$ cat config.mk
export PLATFORM = sky130hd
export DESIGN_NAME = ssns_ctrl
export DESIGN_NICKNAME = d
export VERILOG_FILES = /design/src/hdl/ssns_pkg.sv /design/src/hdl/ssns_ctrl.sv
export SDC_FILE = /design/constraint.sdc
export NUM_CORES = 1
export LEC_CHECK = 0
export ABC_AREA = 1
export BUFFER_PORTS_ARGS = -buffer_cell sky130_fd_sc_hd__buf_2
export CAP_MARGIN = 25
export CELL_PAD_IN_SITES_DETAIL_PLACEMENT = 0
export CELL_PAD_IN_SITES_GLOBAL_PLACEMENT = 1
export CORE_MARGIN = 2
export CORE_UTILIZATION = 35
export CTS_CLUSTER_SIZE = 12
export DETAILED_ROUTE_END_ITERATION = 7
export HOLD_SLACK_MARGIN = 0.03
export PLACE_DENSITY_LB_ADDON = 0.1
export SLEW_MARGIN = 25
export SYNTH_ARGS = -nofsm -noshare
export SYNTH_HDL_FRONTEND = slang
export SYNTH_SLANG_ARGS = --single-unit
$ cat constraint.sdc
create_clock -name i_clk -period 1.9 [get_ports i_clk]
set_clock_uncertainty 0.2 [all_clocks]
set_input_delay 0.19 -clock i_clk [delete_from_list [all_inputs] [get_ports i_clk]]
set_output_delay 0.19 -clock i_clk [all_outputs]
set_load 0.05 [all_outputs]
$ cat src/hdl/ssns_pkg.sv
// shared types, constants and the font table of the seven-segment number scanner
// no dependencies; used by every module of the block
package ssns_pkg;

    localparam int DIGIT_SLOTS = 8;
    localparam int POS_W       = 3;
    localparam int NDIG_W      = 4;
    localparam int NUM_W       = 27;
    localparam int CODE_W      = 8;
    localparam int SEG_W       = 8;
    localparam int BCD_W       = 4;

    // divide by ten as multiply by ceil(2^30 / 10), exact for every 27-bit value
    localparam int          DIV10_SHIFT = 30;
    localparam logic [26:0] DIV10_MUL   = 27'd107374183;
    localparam int          PROD_W      = 2 * NUM_W;

    // configuration register indexes
    localparam logic CFG_NUM_DIGITS   = 1'b0;
    localparam logic CFG_COMMON_ANODE = 1'b1;

    // request operations
    localparam logic OP_NUMBER = 1'b0;
    localparam logic OP_CHAR   = 1'b1;

    localparam logic [NDIG_W-1:0] NUM_DIGITS_RST = 4'd4;

    typedef struct packed {
        logic              operation;
        logic [NUM_W-1:0]  number;
        logic [CODE_W-1:0] char_code;
        logic [POS_W-1:0]  position;
    } t_in_item;

    typedef struct packed {
        logic [SEG_W-1:0]       segment_lines;
        logic [DIGIT_SLOTS-1:0] digit_lines;
        logic                   lit_phase;
        logic                   last;
    } t_out_item;

    // controller to datapath
    typedef struct packed {
        logic             load;
        logic             split;
        logic [POS_W-1:0] pos;
        logic             lit_phase;
        logic             last;
    } t_dp_cmd;

    // datapath to controller
    typedef struct packed {
        logic [NDIG_W-1:0] fitted;
    } t_dp_stat;

    // bit6 A down to bit0 G
    localparam logic [6:0] FONT_ROM [128] = '{
        7'h7E, 7'h30, 7'h6D, 7'h79, 7'h33, 7'h5B, 7'h5F, 7'h70,
        7'h7F, 7'h7B, 7'h77, 7'h1F, 7'h4E, 7'h3D, 7'h4F, 7'h47,
        7'h00, 7'h00, 7'h00, 7'h00, 7'h00, 7'h00, 7'h00, 7'h00,
        7'h00, 7'h00, 7'h00, 7'h00, 7'h00, 7'h00, 7'h00, 7'h00,
        7'h00, 7'h00, 7'h22, 7'h00, 7'h00, 7'h00, 7'h00, 7'h20,
        7'h4E, 7'h78, 7'h00, 7'h00, 7'h04, 7'h01, 7'h00, 7'h00,
        7'h7E, 7'h30, 7'h6D, 7'h79, 7'h33, 7'h5B, 7'h5F, 7'h70,
        7'h7F, 7'h7B, 7'h00, 7'h00, 7'h00, 7'h00, 7'h00, 7'h00,
        7'h00, 7'h77, 7'h1F, 7'h4E, 7'h3D, 7'h4F, 7'h47, 7'h5E,
        7'h37, 7'h30, 7'h38, 7'h00, 7'h0E, 7'h00, 7'h15, 7'h7E,
        7'h67, 7'h73, 7'h05, 7'h5B, 7'h0F, 7'h3E, 7'h00, 7'h00,
        7'h00, 7'h3B, 7'h00, 7'h4E, 7'h00, 7'h78, 7'h00, 7'h08,
        7'h02, 7'h77, 7'h1F, 7'h0D, 7'h3D, 7'h6F, 7'h47, 7'h5E,
        7'h17, 7'h10, 7'h38, 7'h00, 7'h30, 7'h00, 7'h15, 7'h1D,
        7'h67, 7'h73, 7'h05, 7'h5B, 7'h0F, 7'h3E, 7'h00, 7'h00,
        7'h00, 7'h00, 7'h00, 7'h00, 7'h00, 7'h00, 7'h00, 7'h00
    };

    // codes past the font show a blank, the point is never lit
    function automatic logic [SEG_W-1:0] glyph(input logic [CODE_W-1:0] code);
        glyph = code[7] ? '0 : {1'b0, FONT_ROM[code[6:0]]};
    endfunction

endpackage

$ cat src/hdl/ssns_ctrl.sv
// scan sequencer: accepts a request, steps the digit split of a number, then walks lit/blank results
// depends on ssns_pkg
module ssns_ctrl (
    input  logic                i_clk,
    input  logic                i_rst_n,
    input  logic                i_in_valid,
    output logic                o_in_ready,
    input  logic                i_operation,
    input  logic [ssns_pkg::POS_W-1:0] i_position,
    input  ssns_pkg::t_dp_stat  i_stat,
    output ssns_pkg::t_dp_cmd   o_cmd,
    output logic                o_out_valid,
    input  logic                i_out_ready
);

    typedef enum logic [1:0] {
        ST_IDLE,
        ST_SPLIT,
        ST_LIT,
        ST_BLANK
    } t_state;

    t_state                       r_state, n_state;
    logic [ssns_pkg::POS_W-1:0]   r_pos, n_pos;
    logic [ssns_pkg::POS_W-1:0]   r_last_pos, n_last_pos;
    logic [ssns_pkg::POS_W-1:0]   w_top;
    logic                         w_accept;
    logic                         w_out_take;
    logic                         w_at_last;

    assign w_top      = ssns_pkg::POS_W'(i_stat.fitted - 4'd1);
    assign o_in_ready = (r_state == ST_IDLE);
    assign w_accept   = i_in_valid && o_in_ready;
    assign o_out_valid = (r_state == ST_LIT) || (r_state == ST_BLANK);
    assign w_out_take = o_out_valid && i_out_ready;
    assign w_at_last  = (r_pos == r_last_pos);

    always_comb begin
        n_state    = r_state;
        n_pos      = r_pos;
        n_last_pos = r_last_pos;
        case (r_state)
            ST_IDLE: begin
                if (w_accept && (i_stat.fitted != '0)) begin
                    if (i_operation == ssns_pkg::OP_CHAR) begin
                        if ({1'b0, i_position} < i_stat.fitted) begin
                            n_pos      = i_position;
                            n_last_pos = i_position;
                            n_state    = ST_LIT;
                        end
                    end else begin
                        // least significant digit lands on the rightmost position
                        n_pos   = w_top;
                        n_state = ST_SPLIT;
                    end
                end
            end
            ST_SPLIT: begin
                if (r_pos == '0) begin
                    n_last_pos = w_top;
                    n_state    = ST_LIT;
                end else begin
                    n_pos = r_pos - 1'b1;
                end
            end
            ST_LIT: begin
                if (w_out_take) begin
                    n_state = ST_BLANK;
                end
            end
            ST_BLANK: begin
                if (w_out_take) begin
                    if (w_at_last) begin
                        n_state = ST_IDLE;
                    end else begin
                        n_pos   = r_pos + 1'b1;
                        n_state = ST_LIT;
                    end
                end
            end
            default: begin
                n_state = ST_IDLE;
            end
        endcase
    end

    always_ff @(posedge i_clk) begin
        if (!i_rst_n) begin
            r_state    <= ST_IDLE;
            r_pos      <= '0;
            r_last_pos <= '0;
        end else begin
            r_state    <= n_state;
            r_pos      <= n_pos;
            r_last_pos <= n_last_pos;
        end
    end

    always_comb begin
        o_cmd.load      = w_accept;
        o_cmd.split     = (r_state == ST_SPLIT);
        o_cmd.pos       = r_pos;
        o_cmd.lit_phase = (r_state == ST_LIT);
        o_cmd.last      = (r_state == ST_BLANK) && w_at_last;
    end

endmodule

==> flow_summary.json, run 1 <==
{
  "status": "completed",
  "yosysMostFrequentCell": "nand2_1",
  "drtPass1Iterations": 4,
  "fp.dieH_um": 53.0,
  "max_cap_viol_count": 0,
  "final_nets": 176,
  "grt_max_degree": 10,
  "dieWidth_um": 53.0,
  "area.growth.synth_to_final_pct": 19.5,
  "ys_ff_latch": 8,
  "min_to": "r_last_pos[0]",
  "place_hpwl_um": 1710,
  "cts_made_buffers": 3,
  "synthTopCellsByCount": "nand2_1, inv_1, nor2_1",
  "rsz0062_at_grt": "false",
  "dpl_cell_area_um2": 965,
  "antenna_found_initial": 0,
  "yosysUniqueCellTypes": 27,
  "synth_area_per_cell_um2": 6.17,
  "fillers": 266,
  "cts.sinks": 8,
  "crit_arrival_ns": 1.38,
  "ant_nets": 0,
  "synthesis.area_um2": 840,
  "powerDensity_nw_per_um2": 1750,
  "clk_latency_ns": 0.26,
  "vias": 860,
  "design.die.area_um2": 2810,
  "crit_chain": "inv_2 -> nand2_1 -> nand2_1 -> nor2_2 -> nand2_1 -> inv_1 -> buf_4",
  "initial_utilization": 0.376,
  "yosys_warnings": 0,
  "hp-start": "i_position[0]",
  "path_common_cell": "nand2_1",
  "min_path_cells": 5,
  "core_um2": 2230,
  "finalHoldViolCount": 0,
  "track_usage": 0.170,
  "slowest_stage": "dfxtp_1",
  "endpoint_kind": "output pin",
  "drv_slew": 0,
  "yosys_most_used_dff": "dfxtp_1",
  "vias_per_cell": 4.62,
  "synth.area.top_cells": "dfxtp_1, nand2_1, inv_1",
  "critical-path-top-delay-family": "flip-flops",
  "cts.clk_slew.worst_paths_ns": 0.05,
  "fin_tns_setup_ns": 0,
  "path_max_fanout": 5,
  "fin_area_um2": 1000,
  "period_minus_slack_ns": 1.77,
  "grt_overflow_total": 0,
  "setup_viol": 0,
  "rows": 17,
  "regToRegEndpoint": "r_pos[2]",
  "drt-initial-drc-count": 12,
  "antennaDiodeCount": 0,
  "port_buffers": 20,
  "place.gp.congestion": 0.797,
  "ys_seq_area_frac": 0.191,
  "drive_gt1_frac": 0.310,
  "grt_pass1_wl_um": 3430,
  "tightestPinTransition_ns": 0.245,
  "leakage_nw": 0.549,
  "htree_num_levels": 1,
  "regToRegStartpoint": "r_state[1]",
  "syn_nets": 152,
  "wl_per_cell_um": 10.7,
  "yosysTopAreaCellShare": 0.191,
  "path_buf_inv": 3,
  "critPathKind": "reg2out",
  "grt_pass1_vias": 830,
  "drcViolationCount": 0,
  "num_io_pins": 21,
  "clock-root-buffer": "clkbuf_4",
  "fin_crit_sh": 0.931,
  "cts_setup_buffers": 0,
  "worstPathRequired_ns": 1.51,
  "cp_slowest_stage_delay_ns": 0.39,
  "reg2reg_slack_ns": 0.21,
  "synth_top_area_cell": "dfxtp_1",
  "async_flop_share": 0,
  "hold_path.class": "in2reg",
  "synth_enable_flop_cells": 0,
  "startpoint_type": "flip-flop",
  "cts_tree": "yes",
  "synth_cells": 136,
  "vdd_drop_max_v": 0.000853,
  "fmax_mhz": 566,
  "routed_wl_um": 2000,
  "worstRegToRegCells": 7,
  "max-clock-path-buffers": 2,
  "slew_headroom": 0.835,
  "worst-path-stages": 7
}
## power breakdown
part,leakage [nW],switching (mW),internal (mW),total [mW]
clock,0.0138,0.0600,0.0724,0.132
sequential,0.0667,0.0622,0.240,0.302
combinational,0.468,0.906,0.417,1.32
total,0.549,1.03,0.730,1.76
## sequential cells by signal (all words and copies together) (netlist names)
signal,count
r_pos,3
r_state,2
r_last_pos,3
## per-stage QoR
| stage | std cells | hold WS (ns) | utilization | power, mW | worst slack [ns] |
|---|---|---|---|---|---|
| finish | 186 | 0.0984 | 0.449 | 1.76 | 0.132 |
| floorplan | 136 | 0.103 | - | 1.39 | 0.0532 |
| global route | 186 | 0.138 | 0.449 | 1.93 | 0.0274 |
| detailed placement | 182 | 0.272 | 0.432 | 1.63 | 0.197 |
| CTS | 186 | 0.110 | 0.446 | 1.77 | 0.00333 |
| global placement | 182 | 0.272 | 0.432 | 1.63 | 0.216 |
## how the worst max path moves through the flow
stage,start,end,slack [ns]
after CTS,r_pos[0],o_cmd[0],0.003
final,r_pos[1],o_cmd[0],0.13
after global placement,r_state[1],r_pos[2],0.22
after floorplan,r_pos[2],o_cmd[0],0.05
after detailed placement,r_state[1],r_pos[2],0.20
after global routing,r_pos[1],o_cmd[0],0.03
## final cells by class
cell class | instances | area [um2] | share of cell area
repair buffers | 23 | 128 | 0.127
flip-flops and latches | 8 | 163 | 0.162
inverters | 25 | 93.8 | 0.0935
well taps | 28 | 35.0 | 0.0349
clock buffers | 3 | 22.5 | 0.0224
multi-input cells | 99 | 562 | 0.560
## tightest hold or removal path, stage by stage
cell,delay (ns)
buf_2,0.09
nand2_1,0.04
o21ai_0,0.06
nor2_1,0.05
nor2_1,0.09
## layout by cell type, fill, tap and decap left out, drive strengths merged
cell type    instances
a21oi                8
fa                   1
buf                 22
dfxtp                8
dlygate4sd3          1
xnor2                1
xor2                 1
nor2                18
nand4                4
nand3                7
o21ai                9
nand2               43
mux2i                1
clkbuf               3
o211ai               1
and2                 1
ha                   3
nand2b               1
inv                 25
## layer usage
metal | share of wire | vias up | track usage
li1 | - | 470 | -
met1 | 0.48 | 374 | 0.214
met2 | 0.47 | 16 | 0.288
met3 | 0.047 | 0 | 0.0508
met4 | 0 | 0 | 0.0256
met5 | 0 | - | 0
## repair_timing
item | CTS | global route
endpoints found under the setup margin | 0 | 1
hold buffers | 1 | 0
resized for setup | 0 | 4
hold endpoints to repair | 5 | 0
## cells by family (layout without fill, tap and decap cells)
logic type	count (synthesis)	in the layout	synth area share
xor gates and xnor gates	2	2	0.0209
DFF	8	8	0.191
adders and majority gates	4	4	0.0686
and+or+nand+nor	74	74	0.437
buffers and inverters	29	51	0.143
muxes	1	1	0.0119
AOI/OAI and AO/OA	18	18	0.128
No activity file was read; power rests on OpenSTA's default activity.
==> run 2: changes to the inputs <==
==> constraint.sdc (replaced) <==
create_clock -name i_clk -period 1.9 [get_ports i_clk]
set_clock_uncertainty 0.2 [all_clocks]
set_input_delay 0.095 -clock i_clk [delete_from_list [all_inputs] [get_ports i_clk]]
set_output_delay 0.095 -clock i_clk [all_outputs]
set_load 0.05 [all_outputs]
==> run 2 against run 1 <==
- clock power decreased by 4%
- utilization up 0.73 points
- combinational power hardly changed
- critical path depth rose by 1
- die area unchanged
- power grew 0.17%
- sequential power is essentially flat
- register-to-register slack got worse by 0.095 ns
- via count up 2.8%
- highest routed layer unchanged
- setup slack worse by 0.017 ns
==> flow_summary.json, run 2 (synthesis results as in run 1) <==
{
  "ff_latch_area_um2": 161,
  "final_common_cell": "nand2_1",
  "ant_nets": 0,
  "grt_overflow_total": 0,
  "grt_pass1_wl_um": 3350,
  "fin_cells": 188,
  "met2_usage": 0.267,
  "startpoint_type": "flip-flop",
  "port_buffers": 20,
  "crit_arrival_ns": 1.73,
  "area.growth.synth_to_final_pct": 21.5,
  "design.die.area_um2": 2810,
  "place_hpwl_um": 1700,
  "most-common-layout-cells": "nand2_1, inv_1, buf_2, nor2_1, o21ai_0",
  "drcViolationCount": 0,
  "place.gp.congestion": 0.781,
  "drive_gt1_frac": 0.294,
  "worstPathRequired_ns": 1.85,
  "leakage_nw": 0.557,
  "rows": 17,
  "crit_chain": "buf_4 -> inv_4 -> nand2_2 -> nand2_1 -> o21ai_0 -> dlygate4sd3_1 -> nor2_1 -> nor2_1",
  "top_regs": "r_last_pos (3), r_pos (3), r_state (2)",
  "finalHoldViolCount": 0,
  "initial_utilization": 0.376,
  "path_max_fanout": 7,
  "grtUsageMet3": 0.0593,
  "cts.sinks": 8,
  "grt_pass1_vias": 772,
  "max_cap_viol_count": 0,
  "slew_headroom": 0.833,
  "grtUsageMet1": 0.221,
  "fillers": 254,
  "status": "completed",
  "fp.dieH_um": 53.0,
  "drv_slew": 0,
  "cts_made_buffers": 3,
  "vias": 884,
  "clk_latency_ns": 0.25,
  "path_common_cell": "nor2_1",
  "p_total_mw": 1.76,
  "period_minus_slack_ns": 1.79,
  "fin_crit_sh": 0.940,
  "drt-initial-drc-count": 26,
  "powerDensity_nw_per_um2": 1730,
  "fmax_mhz": 560,
  "htree_num_levels": 1,
  "grt_busiest_layer": "met2",
  "max-clock-path-buffers": 2,
  "antennaDiodeCount": 0,
  "slowest_stage": "dlygate4sd3_1",
  "grt_max_degree": 10,
  "critPathKind": "reg2reg",
  "dieWidth_um": 53.0,
  "routed_wl_um": 1990,
  "tightestPinTransition_ns": 0.248,
  "cts.clk_slew.worst_paths_ns": 0.05,
  "hold_path.class": "in2reg",
  "endpoint_kind": "flip-flop",
  "num_io_pins": 21,
  "setup_viol": 0,
  "core_um2": 2230,
  "cts_setup_buffers": 0,
  "cp_slowest_stage_delay_ns": 0.55,
  "drtPass1Iterations": 4,
  "rsz0062_at_grt": "false",
  "track_usage": 0.166,
  "multiInputGateArea_um2": 559,
  "vias_per_cell": 4.70,
  "wl_per_cell_um": 10.6,
  "fin_tns_setup_ns": 0,
  "cts_tree": "yes",
  "antenna_found_initial": 0,
  "clock-root-buffer": "clkbuf_4",
  "vdd_drop_max_v": 0.000706,
  "final_nets": 178,
  "placed_cells": 182
}
[run 2: changes by cell type in the layout (fill, tap and decap cells not counted), sizes merged]
cell / change
dlygate4sd3: +2
[run 2: worst paths after layout]
| kind | end | slack, ns | startpoint | cells after the start |
|---|---|---|---|---|
| worst max-delay path | r_last_pos[0] | 0.11 | r_state[1] | 8 |
| worst min register to register | r_last_pos[1] | 0.29 | r_last_pos[1] | 2 |
| worst min-delay path | r_state[0] | 0.09 | i_operation | 4 |
| worst max register to register | r_last_pos[0] | 0.11 | r_state[1] | 8 |
[run 2: metrics by stage]
stage / utilization / instance area [um2] / worst slack [ns] / hold WS [ns]
after floorplan: - / 840 / 0.0692 / 0.0154
after global placement: 0.431 / 963 / 0.267 / 0.190
after detailed placement: 0.431 / 963 / 0.216 / 0.187
after CTS: 0.455 / 1020 / 0.0641 / 0.0937
after global routing: 0.457 / 1020 / 0.0198 / 0.138
final: 0.457 / 1020 / 0.115 / 0.0923
[run 2: layer usage]
metal,vias up,share of wire,wire length [um]
met5,-,0,0
li1,471,-,-
met4,0,0,0
met2,22,0.47,942
met3,0,0.055,109
met1,391,0.47,940
[run 2: worst max-delay path, delay by kind of cell, from the launching register on]
kind,cells,cell delay (ns)
simple gates,4,0.29
compound gates,1,0.06
buf+inv,3,0.81
flops,1,0.31
[run 2: final cells by class]
type | instances | area share
Clock buffer | 3 | 0.0221
Inverter | 25 | 0.0945
Multi-Input combinational cell | 99 | 0.548
Sequential cell | 8 | 0.158
Tap cell | 28 | 0.0344
Timing Repair Buffer | 25 | 0.142
[run 2: timing repair]
action / in CTS / in global routing
hold endpoints to repair: 8 / 0
gates resized for setup: 0 / 2
hold buffers: 3 / 0
endpoints found under the setup margin: 0 / 2
[run 2: report_power, final]
part	switching [mW]	internal (mW)
clock	0.0550	0.0721
sequential	0.0619	0.239
combinational	0.907	0.427
total	1.02	0.737
==> run 3: changes to the inputs <==
- CORE_ASPECT_RATIO: not set -> 0.7
==> run 3 against run 2 <==
- cell count grew 1.6%
- utilization rose by 0.20 points
- count of clock-buffer cells in the layout is the same
- global-route usage about the same
- via count fell by 2.3%
- wire length is the same
- non-clock buffer count fell by 1
- sequential power about the same
- largest power group unchanged
- highest routed layer unchanged
==> flow_summary.json, run 3 (synthesis results as in run 1) <==
{
  "status": "completed",
  "final_common_cell": "nand2_1",
  "cts_setup_buffers": 0,
  "dieWidth_um": 62.5,
  "vias_per_cell": 4.52,
  "path_common_cell": "nand2_1",
  "clock-root-buffer": "clkbuf_4",
  "path_buf_inv": 3,
  "drtPass1Iterations": 4,
  "pwr-share-clk": 0.072,
  "fin_ws_ns": 0.148,
  "rows": 14,
  "sw_frac_of_total": 0.586,
  "slew_headroom": 0.834,
  "cts_made_buffers": 3,
  "clk_latency_ns": 0.25,
  "tightestPinTransition_ns": 0.246,
  "top_regs": "r_last_pos (3), r_pos (3), r_state (2)",
  "rsz0062_at_grt": "false",
  "fmax_mhz": 571,
  "drv_slew": 0,
  "grt_max_degree": 10,
  "vias": 864,
  "fin_area_um2": 1010,
  "cts.sinks": 8,
  "path_max_fanout": 6,
  "fin_crit_sh": 0.922,
  "ant_nets": 0,
  "place_ws_ns": 0.215,
  "initial_utilization": 0.380,
  "cts.clk_slew.worst_paths_ns": 0.05,
  "grt_overflow_total": 0,
  "p_switching_mw": 1.03,
  "leakage_nw": 0.552,
  "crit_arrival_ns": 1.46,
  "finalHoldViolCount": 0,
  "hold_ws_ns": 0.0341,
  "seqPwrFrac": 0.171,
  "wl_per_cell_um": 10.4,
  "period_minus_slack_ns": 1.75,
  "cp_slowest_stage_delay_ns": 0.38,
  "cts_tree": "yes",
  "drt-initial-drc-count": 34,
  "place.gp.congestion": 0.832,
  "crit_chain": "inv_1 -> nand2_1 -> nand2_1 -> nor2_1 -> nand2_1 -> inv_1 -> buf_2",
  "place_hpwl_um": 1720,
  "routed_wl_um": 1990,
  "num_io_pins": 21,
  "worstPathRequired_ns": 1.60,
  "port_buffers": 20,
  "hold_path.class": "in2reg",
  "critical-path-top-delay-family": "simple AND/OR/NAND/NOR gates",
  "most-common-layout-cells": "nand2_1, inv_1, buf_2, nor2_1, o21ai_0",
  "internal-power_uw": 724,
  "fin_tns_setup_ns": 0,
  "grt_pass1_vias": 837,
  "max-clock-path-buffers": 2,
  "htree_num_levels": 1,
  "startpoint_type": "flip-flop",
  "grt_pass1_wl_um": 3570,
  "antennaDiodeCount": 0,
  "track_usage": 0.166,
  "antenna_found_initial": 0,
  "max_cap_viol_count": 0,
  "design.die.area_um2": 2810,
  "drive_gt1_frac": 0.296,
  "area.growth.synth_to_final_pct": 20.6,
  "dpl_cell_area_um2": 968,
  "fp.dieH_um": 45.0,
  "drcViolationCount": 0,
  "slowest_stage": "dfxtp_2",
  "fin_util": 0.459,
  "core_um2": 2210,
  "final_nets": 177,
  "setup_viol": 0,
  "vdd_drop_max_v": 0.000485,
  "critPathKind": "reg2out",
  "endpoint_kind": "output pin",
  "powerDensity_nw_per_um2": 1730,
  "p_comb_frac": 0.757
}
==> run 3: changes by cell type in the layout (fill, tap and decap cells not counted), sizes merged <==
cell         delta
dlygate4sd3     -1
==> run 3: per-layer routing <==
metal / wire length [um] / GRT usage / part of all wire
met1: 1090 / 0.233 / 0.55
met2: 772 / 0.256 / 0.39
met3: 125 / 0.0599 / 0.063
met4: 0 / 0.0133 / 0
met5: 0 / 0 / 0
==> run 3: worst paths after layout <==
check	start	end	slack, ns	cells past startpoint
setup / recovery	r_pos[0]	o_cmd[0]	0.15	7
hold / removal	i_stat[0]	r_last_pos[0]	0.03	4
setup reg to reg	r_state[1]	r_pos[2]	0.25	7
hold reg to reg	r_last_pos[2]	r_last_pos[2]	0.29	2
==> run 3: power groups by stage <==
stage,combinational [mW],clock (mW),sequential (mW)
detailed placement,1.32,0,0.302
floorplan,0.997,0,0.391
finish,1.32,0.126,0.300
global placement,1.32,0,0.298
CTS,1.33,0.131,0.298
global route,1.47,0.151,0.311
==> run 3: area by class of cell <==
| cell class | count | area (um2) |
|---|---|---|
| Inverter | 25 | 93.8 |
| Tap cell | 32 | 40.0 |
| Clock buffer | 3 | 22.5 |
| Timing Repair Buffer | 24 | 135 |
| Sequential cell | 8 | 161 |
| Multi-Input combinational cell | 99 | 559 |
| Fill cell | 254 | 1190 |
==> run 3: worst register-to-register path, stage by stage (launching register included) <==
cell	delay, ns
dfxtp_1	0.34
nand2_2	0.07
fa_1	0.37
xnor2_1	0.18
xor2_1	0.15
o21ai_0	0.09
nor2_1	0.09
nor2_1	0.05
==> run 3: timing repair <==
item                                    in CTS  in global routing
hold buffers                                 2                  0
gates resized for setup                      0                  1
endpoints found under the hold margin        8                  0
endpoints found under the setup margin       0                  1
==> run 3: per-stage QoR <==
step	instances	total power, mW
floorplan	136	1.39
global placement	186	1.62
detailed placement	186	1.62
CTS	191	1.76
global route	191	1.93
finish	191	1.75
